$ cat config.mk
export PLATFORM = sky130hd
export DESIGN_NAME = lru_key_value_cache_top_flat
export DESIGN_NICKNAME = d
export VERILOG_FILES = /design/src/sv/lkvc_pkg.sv /design/src/sv/lkvc_if.sv /design/src/sv/lkvc_cell.sv /design/src/sv/lru_key_value_cache_top.sv /design/src/flat_wrapper.sv
export SDC_FILE = /design/constraint.sdc
export NUM_CORES = 1
export LEC_CHECK = 0
export BUFFER_PORTS_ARGS = -buffer_cell sky130_fd_sc_hd__buf_2
export CORE_UTILIZATION = 50
export CTS_CLUSTER_DIAMETER = 50
export DETAILED_ROUTE_END_ITERATION = 6
export PLACE_DENSITY = 0.76
export SETUP_SLACK_MARGIN = 0.02
export SKIP_LAST_GASP = 1
export SYNTH_ARGS = -nofsm -noshare
export SYNTH_HDL_FRONTEND = slang
export SYNTH_SLANG_ARGS = --single-unit
$ cat constraint.sdc
create_clock -name clk -period 47.9 [get_ports clk]
set_input_delay 7.185 -clock clk [delete_from_list [all_inputs] [get_ports clk]]
set_output_delay 7.185 -clock clk [all_outputs]
set_load 0.005 [all_outputs]
$ cat src/sv/lkvc_pkg.sv
// shared constants and types of the lru key/value cache
`timescale 1ns / 1ps
`default_nettype none

package lkvc_pkg;

    localparam int LKVC_ENTRY_COUNT = 8;
    localparam int LKVC_KEY_BITS    = 32;
    localparam int KEY_IN_W         = 32;
    localparam int PAYLOAD_W        = 64;

    localparam logic CMD_PUT = 1'b0;
    localparam logic CMD_GET = 1'b1;

    typedef enum logic [1:0] {
        ST_IDLE,
        ST_CMP,
        ST_UPD
    } state_t;

    typedef struct packed {
        logic en;
        logic is_get;
        logic kind;
    } cell_cmp_t;

endpackage

`default_nettype wire

$ cat src/sv/lkvc_if.sv
// request and response channel interfaces of the lru key/value cache
`timescale 1ns / 1ps
`default_nettype none

interface lkvc_req_if
    import lkvc_pkg::*;
();
    logic                 valid;
    logic                 ready;
    logic                 cmd;
    logic [KEY_IN_W-1:0]  lookup_key;
    logic                 kind_in;
    logic [PAYLOAD_W-1:0] payload_in;

    modport source (output valid, output cmd, output lookup_key, output kind_in,
                    output payload_in, input ready);
    modport sink   (input valid, input cmd, input lookup_key, input kind_in,
                    input payload_in, output ready);
endinterface

interface lkvc_rsp_if
    import lkvc_pkg::*;
();
    logic                 valid;
    logic                 ready;
    logic                 hit;
    logic [PAYLOAD_W-1:0] payload_out;

    modport source (output valid, output hit, output payload_out, input ready);
    modport sink   (input valid, input hit, input payload_out, output ready);
endinterface

`default_nettype wire

$ cat src/sv/lkvc_cell.sv
// one cache slot: holds an entry, matches it against the request, takes its neighbour's entry
`timescale 1ns / 1ps
`default_nettype none

module lkvc_cell
    import lkvc_pkg::*;
#(
    parameter int KEY_BITS = LKVC_KEY_BITS
) (
    input  wire logic                 clk,
    input  wire cell_cmp_t            cmp,
    input  wire logic                 slot_valid,
    input  wire logic [KEY_BITS-1:0]  req_key,
    input  wire logic                 load,
    input  wire logic [KEY_BITS-1:0]  nb_key,
    input  wire logic                 nb_kind,
    input  wire logic [PAYLOAD_W-1:0] nb_payload,
    output logic [KEY_BITS-1:0]       key,
    output logic                      kind,
    output logic [PAYLOAD_W-1:0]      payload,
    output logic                      match
);

    logic [KEY_BITS-1:0]  key_reg;
    logic                 kind_reg;
    logic [PAYLOAD_W-1:0] payload_reg;
    logic                 match_reg;
    logic                 match_next;

    always_comb
    begin
        match_next = slot_valid && (key_reg == req_key) && (!cmp.is_get || kind_reg == cmp.kind);
    end

    always_ff @(posedge clk)
    begin
        if (cmp.en)
        begin
            match_reg <= match_next;
        end
        if (load)
        begin
            key_reg     <= nb_key;
            kind_reg    <= nb_kind;
            payload_reg <= nb_payload;
        end
    end

    assign key     = key_reg;
    assign kind    = kind_reg;
    assign payload = payload_reg;
    assign match   = match_reg;

endmodule

`default_nettype wire

$ cat src/sv/lru_key_value_cache_top.sv
// top level of the fully associative lru key/value cache
`timescale 1ns / 1ps
`default_nettype none

// Fully associative key/value cache of ENTRY_COUNT slots kept in recency order, slot 0 the most
// recent. Each request beat passes through a compare cycle in which every slot cell matches its
// key (and, for a get, its type tag) against the request, and an update cycle in which the first
// matching slot, or for a put miss the new entry, moves to the front while the slots ahead of it
// step back by one along the row of cells. The next request beat is taken during the update cycle;
// a result beat that the sink has not taken holds the update cycle until the response register is
// free. No clearing pass is needed after reset.
module lru_key_value_cache_top
    import lkvc_pkg::*;
#(
    parameter int ENTRY_COUNT = LKVC_ENTRY_COUNT,
    parameter int KEY_BITS    = LKVC_KEY_BITS
) (
    input  wire logic   clk,
    input  wire logic   rst_n,
    lkvc_req_if.sink    req,
    lkvc_rsp_if.source  rsp
);

    localparam int FILL_W = $clog2(ENTRY_COUNT + 1);

    state_t state_reg;
    state_t state_next;

    logic                 cmd_reg;
    logic [KEY_BITS-1:0]  key_reg;
    logic                 kind_reg;
    logic [PAYLOAD_W-1:0] payload_reg;

    logic [FILL_W-1:0]    fill_reg;
    logic [FILL_W-1:0]    fill_next;

    logic                 out_valid_reg;
    logic                 out_valid_next;
    logic                 out_hit_reg;
    logic [PAYLOAD_W-1:0] out_payload_reg;

    logic                 accept;
    logic                 out_free;
    logic                 upd_go;
    logic                 hit_any;
    logic                 is_put;
    logic [PAYLOAD_W-1:0] sel_payload;
    logic [PAYLOAD_W-1:0] front_payload;

    cell_cmp_t            cmp;

    logic [ENTRY_COUNT-1:0] match;
    logic [ENTRY_COUNT-1:0] prior;
    logic [ENTRY_COUNT-1:0] first;
    logic [ENTRY_COUNT-1:0] load;
    logic [ENTRY_COUNT-1:0] slot_valid;

    logic [KEY_BITS-1:0]  ent_key     [ENTRY_COUNT];
    logic                 ent_kind    [ENTRY_COUNT];
    logic [PAYLOAD_W-1:0] ent_payload [ENTRY_COUNT];

    assign out_free = !out_valid_reg || rsp.ready;
    assign upd_go   = (state_reg == ST_UPD) && out_free;
    assign accept   = req.valid && req.ready;
    assign is_put   = (cmd_reg == CMD_PUT);

    always_comb
    begin
        req.ready  = (state_reg == ST_IDLE) || upd_go;
        state_next = state_reg;
        case (state_reg)
            ST_IDLE:
            begin
                if (accept)
                begin
                    state_next = ST_CMP;
                end
            end
            ST_CMP:
            begin
                state_next = ST_UPD;
            end
            ST_UPD:
            begin
                if (upd_go)
                begin
                    state_next = accept ? ST_CMP : ST_IDLE;
                end
            end
            default:
            begin
                state_next = ST_IDLE;
            end
        endcase
    end

    always_ff @(posedge clk or negedge rst_n)
    begin
        if (!rst_n)
        begin
            state_reg     <= ST_IDLE;
            fill_reg      <= '0;
            out_valid_reg <= 1'b0;
        end
        else
        begin
            state_reg     <= state_next;
            fill_reg      <= fill_next;
            out_valid_reg <= out_valid_next;
        end
    end

    always_ff @(posedge clk)
    begin
        if (accept)
        begin
            cmd_reg     <= req.cmd;
            key_reg     <= KEY_BITS'(req.lookup_key);
            kind_reg    <= req.kind_in;
            payload_reg <= req.payload_in;
        end
        if (upd_go)
        begin
            out_hit_reg     <= hit_any;
            out_payload_reg <= (!is_put && hit_any) ? sel_payload : '0;
        end
    end

    assign cmp.en     = (state_reg == ST_CMP);
    assign cmp.is_get = (cmd_reg == CMD_GET);
    assign cmp.kind   = kind_reg;

    assign hit_any = |match;

    always_comb
    begin
        sel_payload = '0;
        for (int i = 0; i < ENTRY_COUNT; i++)
        begin
            sel_payload = sel_payload | ({PAYLOAD_W{first[i]}} & ent_payload[i]);
        end
    end

    assign front_payload = is_put ? payload_reg : sel_payload;

    always_comb
    begin
        fill_next = fill_reg;
        if (upd_go && is_put && !hit_any && (fill_reg < FILL_W'(ENTRY_COUNT)))
        begin
            fill_next = fill_reg + 1'b1;
        end
        out_valid_next = out_valid_reg;
        if (upd_go)
        begin
            out_valid_next = 1'b1;
        end
        else if (rsp.ready)
        begin
            out_valid_next = 1'b0;
        end
    end

    genvar g;
    generate
        for (g = 0; g < ENTRY_COUNT; g++)
        begin : g_cell
            assign slot_valid[g] = (FILL_W'(g) < fill_reg);
            if (g == 0)
            begin : g_front
                assign prior[g] = 1'b0;
                assign load[g]  = upd_go && (hit_any || is_put);
            end
            else
            begin : g_rest
                assign prior[g] = |match[g-1:0];
                assign load[g]  = upd_go && (hit_any ? !prior[g]
                                                     : (is_put && (FILL_W'(g) <= fill_reg)));
            end
            assign first[g] = match[g] && !prior[g];

            lkvc_cell #(
                .KEY_BITS (KEY_BITS)
            ) u_cell (
                .clk        (clk),
                .cmp        (cmp),
                .slot_valid (slot_valid[g]),
                .req_key    (key_reg),
                .load       (load[g]),
                .nb_key     ((g == 0) ? key_reg       : ent_key[(g == 0) ? 0 : g - 1]),
                .nb_kind    ((g == 0) ? kind_reg      : ent_kind[(g == 0) ? 0 : g - 1]),
                .nb_payload ((g == 0) ? front_payload : ent_payload[(g == 0) ? 0 : g - 1]),
                .key        (ent_key[g]),
                .kind       (ent_kind[g]),
                .payload    (ent_payload[g]),
                .match      (match[g])
            );
        end
    endgenerate

    assign rsp.valid       = out_valid_reg;
    assign rsp.hit         = out_hit_reg;
    assign rsp.payload_out = out_payload_reg;

endmodule

`default_nettype wire

$ cat src/flat_wrapper.sv
// flat-port wrapper written by rule: the top's interface ports become plain ports
module lru_key_value_cache_top_flat import lkvc_pkg::*;
#(
    parameter int ENTRY_COUNT = LKVC_ENTRY_COUNT,
    parameter int KEY_BITS    = LKVC_KEY_BITS
)
  (clk, rst_n, req_valid, req_cmd, req_lookup_key, req_kind_in, req_payload_in, req_ready, rsp_valid, rsp_hit, rsp_payload_out, rsp_ready);
  lkvc_req_if req_i ();
  lkvc_rsp_if rsp_i ();
  input  wire logic clk;
  input  wire logic rst_n;
  input wire logic [$bits(req_i.valid)-1:0] req_valid;
  input wire logic [$bits(req_i.cmd)-1:0] req_cmd;
  input wire logic [$bits(req_i.lookup_key)-1:0] req_lookup_key;
  input wire logic [$bits(req_i.kind_in)-1:0] req_kind_in;
  input wire logic [$bits(req_i.payload_in)-1:0] req_payload_in;
  output wire logic [$bits(req_i.ready)-1:0] req_ready;
  output wire logic [$bits(rsp_i.valid)-1:0] rsp_valid;
  output wire logic [$bits(rsp_i.hit)-1:0] rsp_hit;
  output wire logic [$bits(rsp_i.payload_out)-1:0] rsp_payload_out;
  input wire logic [$bits(rsp_i.ready)-1:0] rsp_ready;
  assign req_i.valid = req_valid;
  assign req_i.cmd = req_cmd;
  assign req_i.lookup_key = req_lookup_key;
  assign req_i.kind_in = req_kind_in;
  assign req_i.payload_in = req_payload_in;
  assign req_ready = req_i.ready;
  assign rsp_valid = rsp_i.valid;
  assign rsp_hit = rsp_i.hit;
  assign rsp_payload_out = rsp_i.payload_out;
  assign rsp_i.ready = rsp_ready;
  lru_key_value_cache_top #(.ENTRY_COUNT(ENTRY_COUNT), .KEY_BITS(KEY_BITS)) u_core (.clk(clk), .rst_n(rst_n), .req(req_i), .rsp(rsp_i));
endmodule
Word level (Yosys, flattened, before mapping):

Cells that the tools add are included.

* logic and storage cells: 183
* flip-flop bits (word level): 954
* input bits: 102
* output and inout bits: 67

* bitwise gates (word level): 16
* add/subtract/negate cells: 1
* equal/unequal tests: 20
* mux-type cells: 14
* order comparisons: 16
* reductions and logical operators: 75

Operator list (count)
* $and A64 B64 Y64: 8
* $or A64 B64 Y64: 7
* $eq A32 B32 Y1: 8
* $mux W64: 1
* $logic_and A1 B1 Y1: 44
* $le A3 B4 Y1 const A: 4
* $lt A3 B4 Y1 const A: 4
* $logic_or A1 B1 Y1: 11
* $logic_not A1 Y1: 10
* $mux W1: 10
* $eq A1 B1 Y1: 8
* $le A2 B4 Y1 const A: 2
* $lt A1 B4 Y1 const A: 2
* $lt A2 B4 Y1 const A: 2
* $reduce_or A8 Y1: 1
* $reduce_or A7 Y1: 1
* $pmux W2 S3: 1
* $reduce_or A6 Y1: 1
* $reduce_or A5 Y1: 1
* $add A4 B1 Y4 const B: 1
* $le A1 B4 Y1 const A: 1
* $lt A4 B4 Y1 const B: 1
* $mux W2: 2
* $ne A2 B1 Y1 const B: 2
* other kinds (9): 9

Depth between registers and ports, before layout:

* depth in word-level cells: 11
* depth in mapped cells: 9
* depth with buffers taken out: 6

Cells and area by module:

A second synthesis with hierarchy kept.

* cells, all modules: 2413
* area total of the unflattened synthesis: 37908.9 um^2

By module, submodules not included
* lkvc_cell: times used 8, cells an instance 144, area an instance 3314.4 um^2
* lru_key_value_cache_top: times used 1, cells an instance 1261, area an instance 11393.4 um^2

Worst setup path before layout:

No wires, ideal clock.

* kind: input port to flip-flop
* from: in rsp_ready
* to: reg u_core.g_cell[4].u_cell.key_reg[0], enable pin
* setup time: 1.071 ns
* data arrival time: 25.597 ns
* cell stages on the path: 4
* path buffers: 0
* required time: 46.829 ns
* slack: 21.232 ns
* cell sequence: nor2b_1 -> nor2_1 -> nand2_1 -> a2111oi_0

* word-level cells in the longest chain between the ends: 3

RTL lines
* start, declared: RTL line flat_wrapper.sv:21 `input wire logic [$bits(rsp_i.ready)-1:0] rsp_ready;`
* $logic_or A1 B1 Y1: RTL line lru_key_value_cache_top.sv:62 `assign out_free = !out_valid_reg || rsp.ready;`
* $logic_and A1 B1 Y1: RTL line lru_key_value_cache_top.sv:63 `assign upd_go = (state_reg == ST_UPD) && out_free;`
* $logic_and A1 B1 Y1: RTL line lru_key_value_cache_top.sv:177 `assign load[g] = upd_go && (hit_any ? !prior[g]`
* via u_core.g_cell[4].u_cell.load: RTL line lkvc_cell.sv:14 `input wire logic load,`
* end signal, assigned: RTL line lkvc_cell.sv:43 `key_reg <= nb_key;`
* end, declared: RTL line lkvc_cell.sv:24 `logic [KEY_BITS-1:0] key_reg;`

The timed path passes the listed nets, and every way through them passes these cells.
A chain may end at the register's enable or synchronous reset.

Final worst setup path:

* from: in rsp_ready
* to: out req_ready

* word-level cells in the longest chain between the ends: 3

RTL lines
* $logic_or A1 B1 Y1: RTL line lru_key_value_cache_top.sv:62
* $logic_and A1 B1 Y1: RTL line lru_key_value_cache_top.sv:63
* $logic_or A1 B1 Y1: RTL line lru_key_value_cache_top.sv:69 `req.ready = (state_reg == ST_IDLE) || upd_go;`
* end, declared: RTL line flat_wrapper.sv:17 `output wire logic [$bits(req_i.ready)-1:0] req_ready;`

No other way between the ends.

==> impl_metrics.env <==
export IMPL_crit_fanout=3
export IMPL_synthToLayoutAreaGrowth_pct=12.8
export IMPL_cts_sinks=954
export IMPL_multi_input_area_sq_mm=0.00883
export IMPL_endpoint="req_ready"
export IMPL_rows=100
export IMPL_fillCellCount=5523
export IMPL_fin_crit_sh_pct=31.7
export IMPL_yosysTopAreaCell="edfxtp_1"
export IMPL_grt_setup_unrepaired="no"
export IMPL_via_per_inst=5.97
export IMPL_cts_resized_gates=0
export IMPL_grt_pass1_wl_um=131000
export IMPL_place_ws_ns=32.71
export IMPL_grt_use_total_pct=22.2
export IMPL_grt_max_degree=98
export IMPL_largest_reg_flops=512
export IMPL_hold_viol_final=0
export IMPL_yosysUniqueCellTypes=49
export IMPL_place_inst=3474
export IMPL_cts_buffers=97
export IMPL_drive_gt1_share_pct=13.7
export IMPL_r2r_end="u_core.g_cell[3].u_cell.key[30]"
export IMPL_final_min_clock_period_ns=15.17
export IMPL_maxCapViolations=0
export IMPL_tightest_slew_ns=1.12
export IMPL_netlist_top_cells_count="edfxtp_1 (947), xor2_1 (209), a21oi_1 (188), nand3b_1 (162), clkbuf_1 (146)"
export IMPL_power_leakage_uw=0.0137
export IMPL_clockRootBuffer="clkbuf_16"
export IMPL_coreArea_sq_mm=0.0749
export IMPL_fin_tns_setup_ns=0
export IMPL_start_util_pct=50.8
export IMPL_synth_edf_count=947
export IMPL_nNetsFinal=2709
export IMPL_max_freq_mhz=65.9
export IMPL_fp_dieH_um=278
export IMPL_yosys_area_share_simple_pct=10.3
export IMPL_place_congestion=0.925
export IMPL_htreeDepth=3
export IMPL_port_buffers=168
export IMPL_worstRegToRegCells=8
export IMPL_fp_dieArea_sq_mm=0.0773
export IMPL_path_class="input port to output pin"
export IMPL_postSynthRegisterBits=954
export IMPL_wirelength_um=85900
export IMPL_hold_path_class="flip-flop to flip-flop"
export IMPL_vias=21800
export IMPL_synth_most_common_cell="edfxtp_1"
export IMPL_clk_pin_slew_ns=0.06
export IMPL_postCtsHoldBufs=0
export IMPL_drc_errors=0
export IMPL_yosys_most_used_dff="edfxtp_1"
export IMPL_fin_cells=3654
export IMPL_setup_viol=0
export IMPL_grt_ovfl_total=0
export IMPL_skew_ns=0.0188
export IMPL_clockBufferDepth=3
export IMPL_synthMuxAreaShare_pct=0.0394
export IMPL_drt_iter0_drc=2175
export IMPL_status="finished clean"
export IMPL_postCtsSetupBuffers=0
export IMPL_reg2reg_slack_ns=43.34
export IMPL_worstSetupEndpointType="output pin"
export IMPL_power_uw=1830
export IMPL_insertion_delay_ns=0.67
export IMPL_synthAdderAreaFrac_pct=0.0985
export IMPL_synth_area_sq_mm=0.0381
export IMPL_yosys_warnings=0
export IMPL_hpwl_um=52600
export IMPL_drt_wirelength_per_cell_um=23.5
export IMPL_start_kind="input port"
export IMPL_synth_async_sr_flop_share_pct=0.734
export IMPL_antenna_found_initial=5
export IMPL_slew_headroom_pct=25.4
export IMPL_yosysSeqAreaShare_pct=75.1
export IMPL_max_vdd_ir_drop_uv=32.5
export IMPL_layout_setup_ws_ns=32.74
export IMPL_slew_violations=0
export IMPL_netlist_instances=2477
export IMPL_die_x_um=278
export IMPL_seqCellArea_sq_mm=0.0286
export IMPL_io_pin_count=169
export IMPL_worstSetupStartpoint="rsp_ready"
export IMPL_syn_nets=2582
export IMPL_dr_pass1_iters=5
export IMPL_syn_avg_cell_area_sq_um=15.4
export IMPL_fin_util_pct=57.4
export IMPL_synth_top_family_by_area="simple AND/OR/NAND/NOR gates"
export IMPL_r2r_start="u_core.g_cell[1].u_cell.match"
export IMPL_synth_area_leaders="edfxtp_1 (75%), xor2_1 (4.8%), nand3b_1 (3.2%)"
export IMPL_synthXorXnorAreaFrac_pct=5.98
export IMPL_power_density_mw_per_mm2=42.7
export IMPL_antenna_left=0
export IMPL_synth_compound_area_share_pct=6.56
export IMPL_cts_tree="done"
export IMPL_grt_pass1_vias=22200
export IMPL_yosysTopAreaCellShare_pct=74.6
export IMPL_cp_required_ns=40.72
export IMPL_crit_arrival_ns=7.98
routing by layer:
metal	GRT usage (%)	wire [um]	up-vias
met5	0	0	-
met4	9.51	3430	0
met3	4.14	6640	196
met2	36.0	41100	1021
met1	29.4	34700	10900
li1	-	-	9732
worst min path at each step:
stage | from | to | cells after the start
final | u_core.g_cell[4].u_cell.payload[52] | u_core.g_cell[5].u_cell.payload[52] | 0
after global routing | u_core.g_cell[4].u_cell.payload[45] | u_core.g_cell[5].u_cell.payload[45] | 0
after CTS | u_core.g_cell[4].u_cell.payload[57] | u_core.g_cell[5].u_cell.payload[57] | 0
after detailed placement | u_core.g_cell[3].u_cell.payload[36] | u_core.g_cell[4].u_cell.payload[36] | 0
after global placement | u_core.g_cell[3].u_cell.payload[43] | u_core.g_cell[4].u_cell.payload[43] | 0
after floorplan | u_core.g_cell[0].u_cell.payload[0] | u_core.g_cell[1].u_cell.payload[0] | 0
area by class of cell:
type | instances | share of cell area, %
Sequential cell | 954 | 66.6
Multi-Input combinational cell | 1334 | 20.5
Inverter | 12 | 0.111
Clock buffer | 114 | 5.84
Tap cell | 969 | 2.82
Antenna cell | 2 | 0.0116
Timing Repair Buffer | 205 | 2.60
Clock inverter | 64 | 1.53
critical path: stages:
cell     delay [ns]
buf_2          0.10
nor2b_1        0.27
a21oi_1        0.23
buf_2          0.18
cells by family after synthesis:
logic type,Yosys count
AO/OA/AOI/OAI,375
XOR/XNOR,260
adder cells (fa/ha/maj),3
buffers and inverters,189
flip-flops,954
multiplexers,1
AND/OR/NAND/NOR,695
power by group:
part / switching [uW] / internal [uW]
sequential: 22.5 / 953
combinational: 77.2 / 35.9
clock: 318 / 428
cell usage in the layout (no fill, tap or decap), types with 11 or more instances in the layout:
master,netlist,final
edfxtp_1,947,947
xor2_1,209,209
a21oi_1,188,186
buf_2,16,168
nand3b_1,162,162
nand2_1,124,124
nor2_1,122,121
nor4_1,109,109
clkbuf_16,0,98
nor2b_1,62,62
nor3_1,59,59
o2bb2ai_1,54,54
a2111oi_0,55,53
xnor2_1,51,51
buf_4,1,37
clkinv_1,1,23
clkbuf_1,146,16
clkinv_2,0,15
o21ai_0,13,13
nand2b_1,13,13
nand4_1,13,13
a22oi_1,11,11
a31oi_1,11,11
stage by stage:
step	instance area (sq um)	hold WS (ns)
after global placement	39800	0.421
after global routing	43000	0.446
after CTS	43000	0.435
after detailed placement	39800	0.425
after floorplan	38100	0.417
final	43000	0.437
Power figures use the tool's default switching activity.
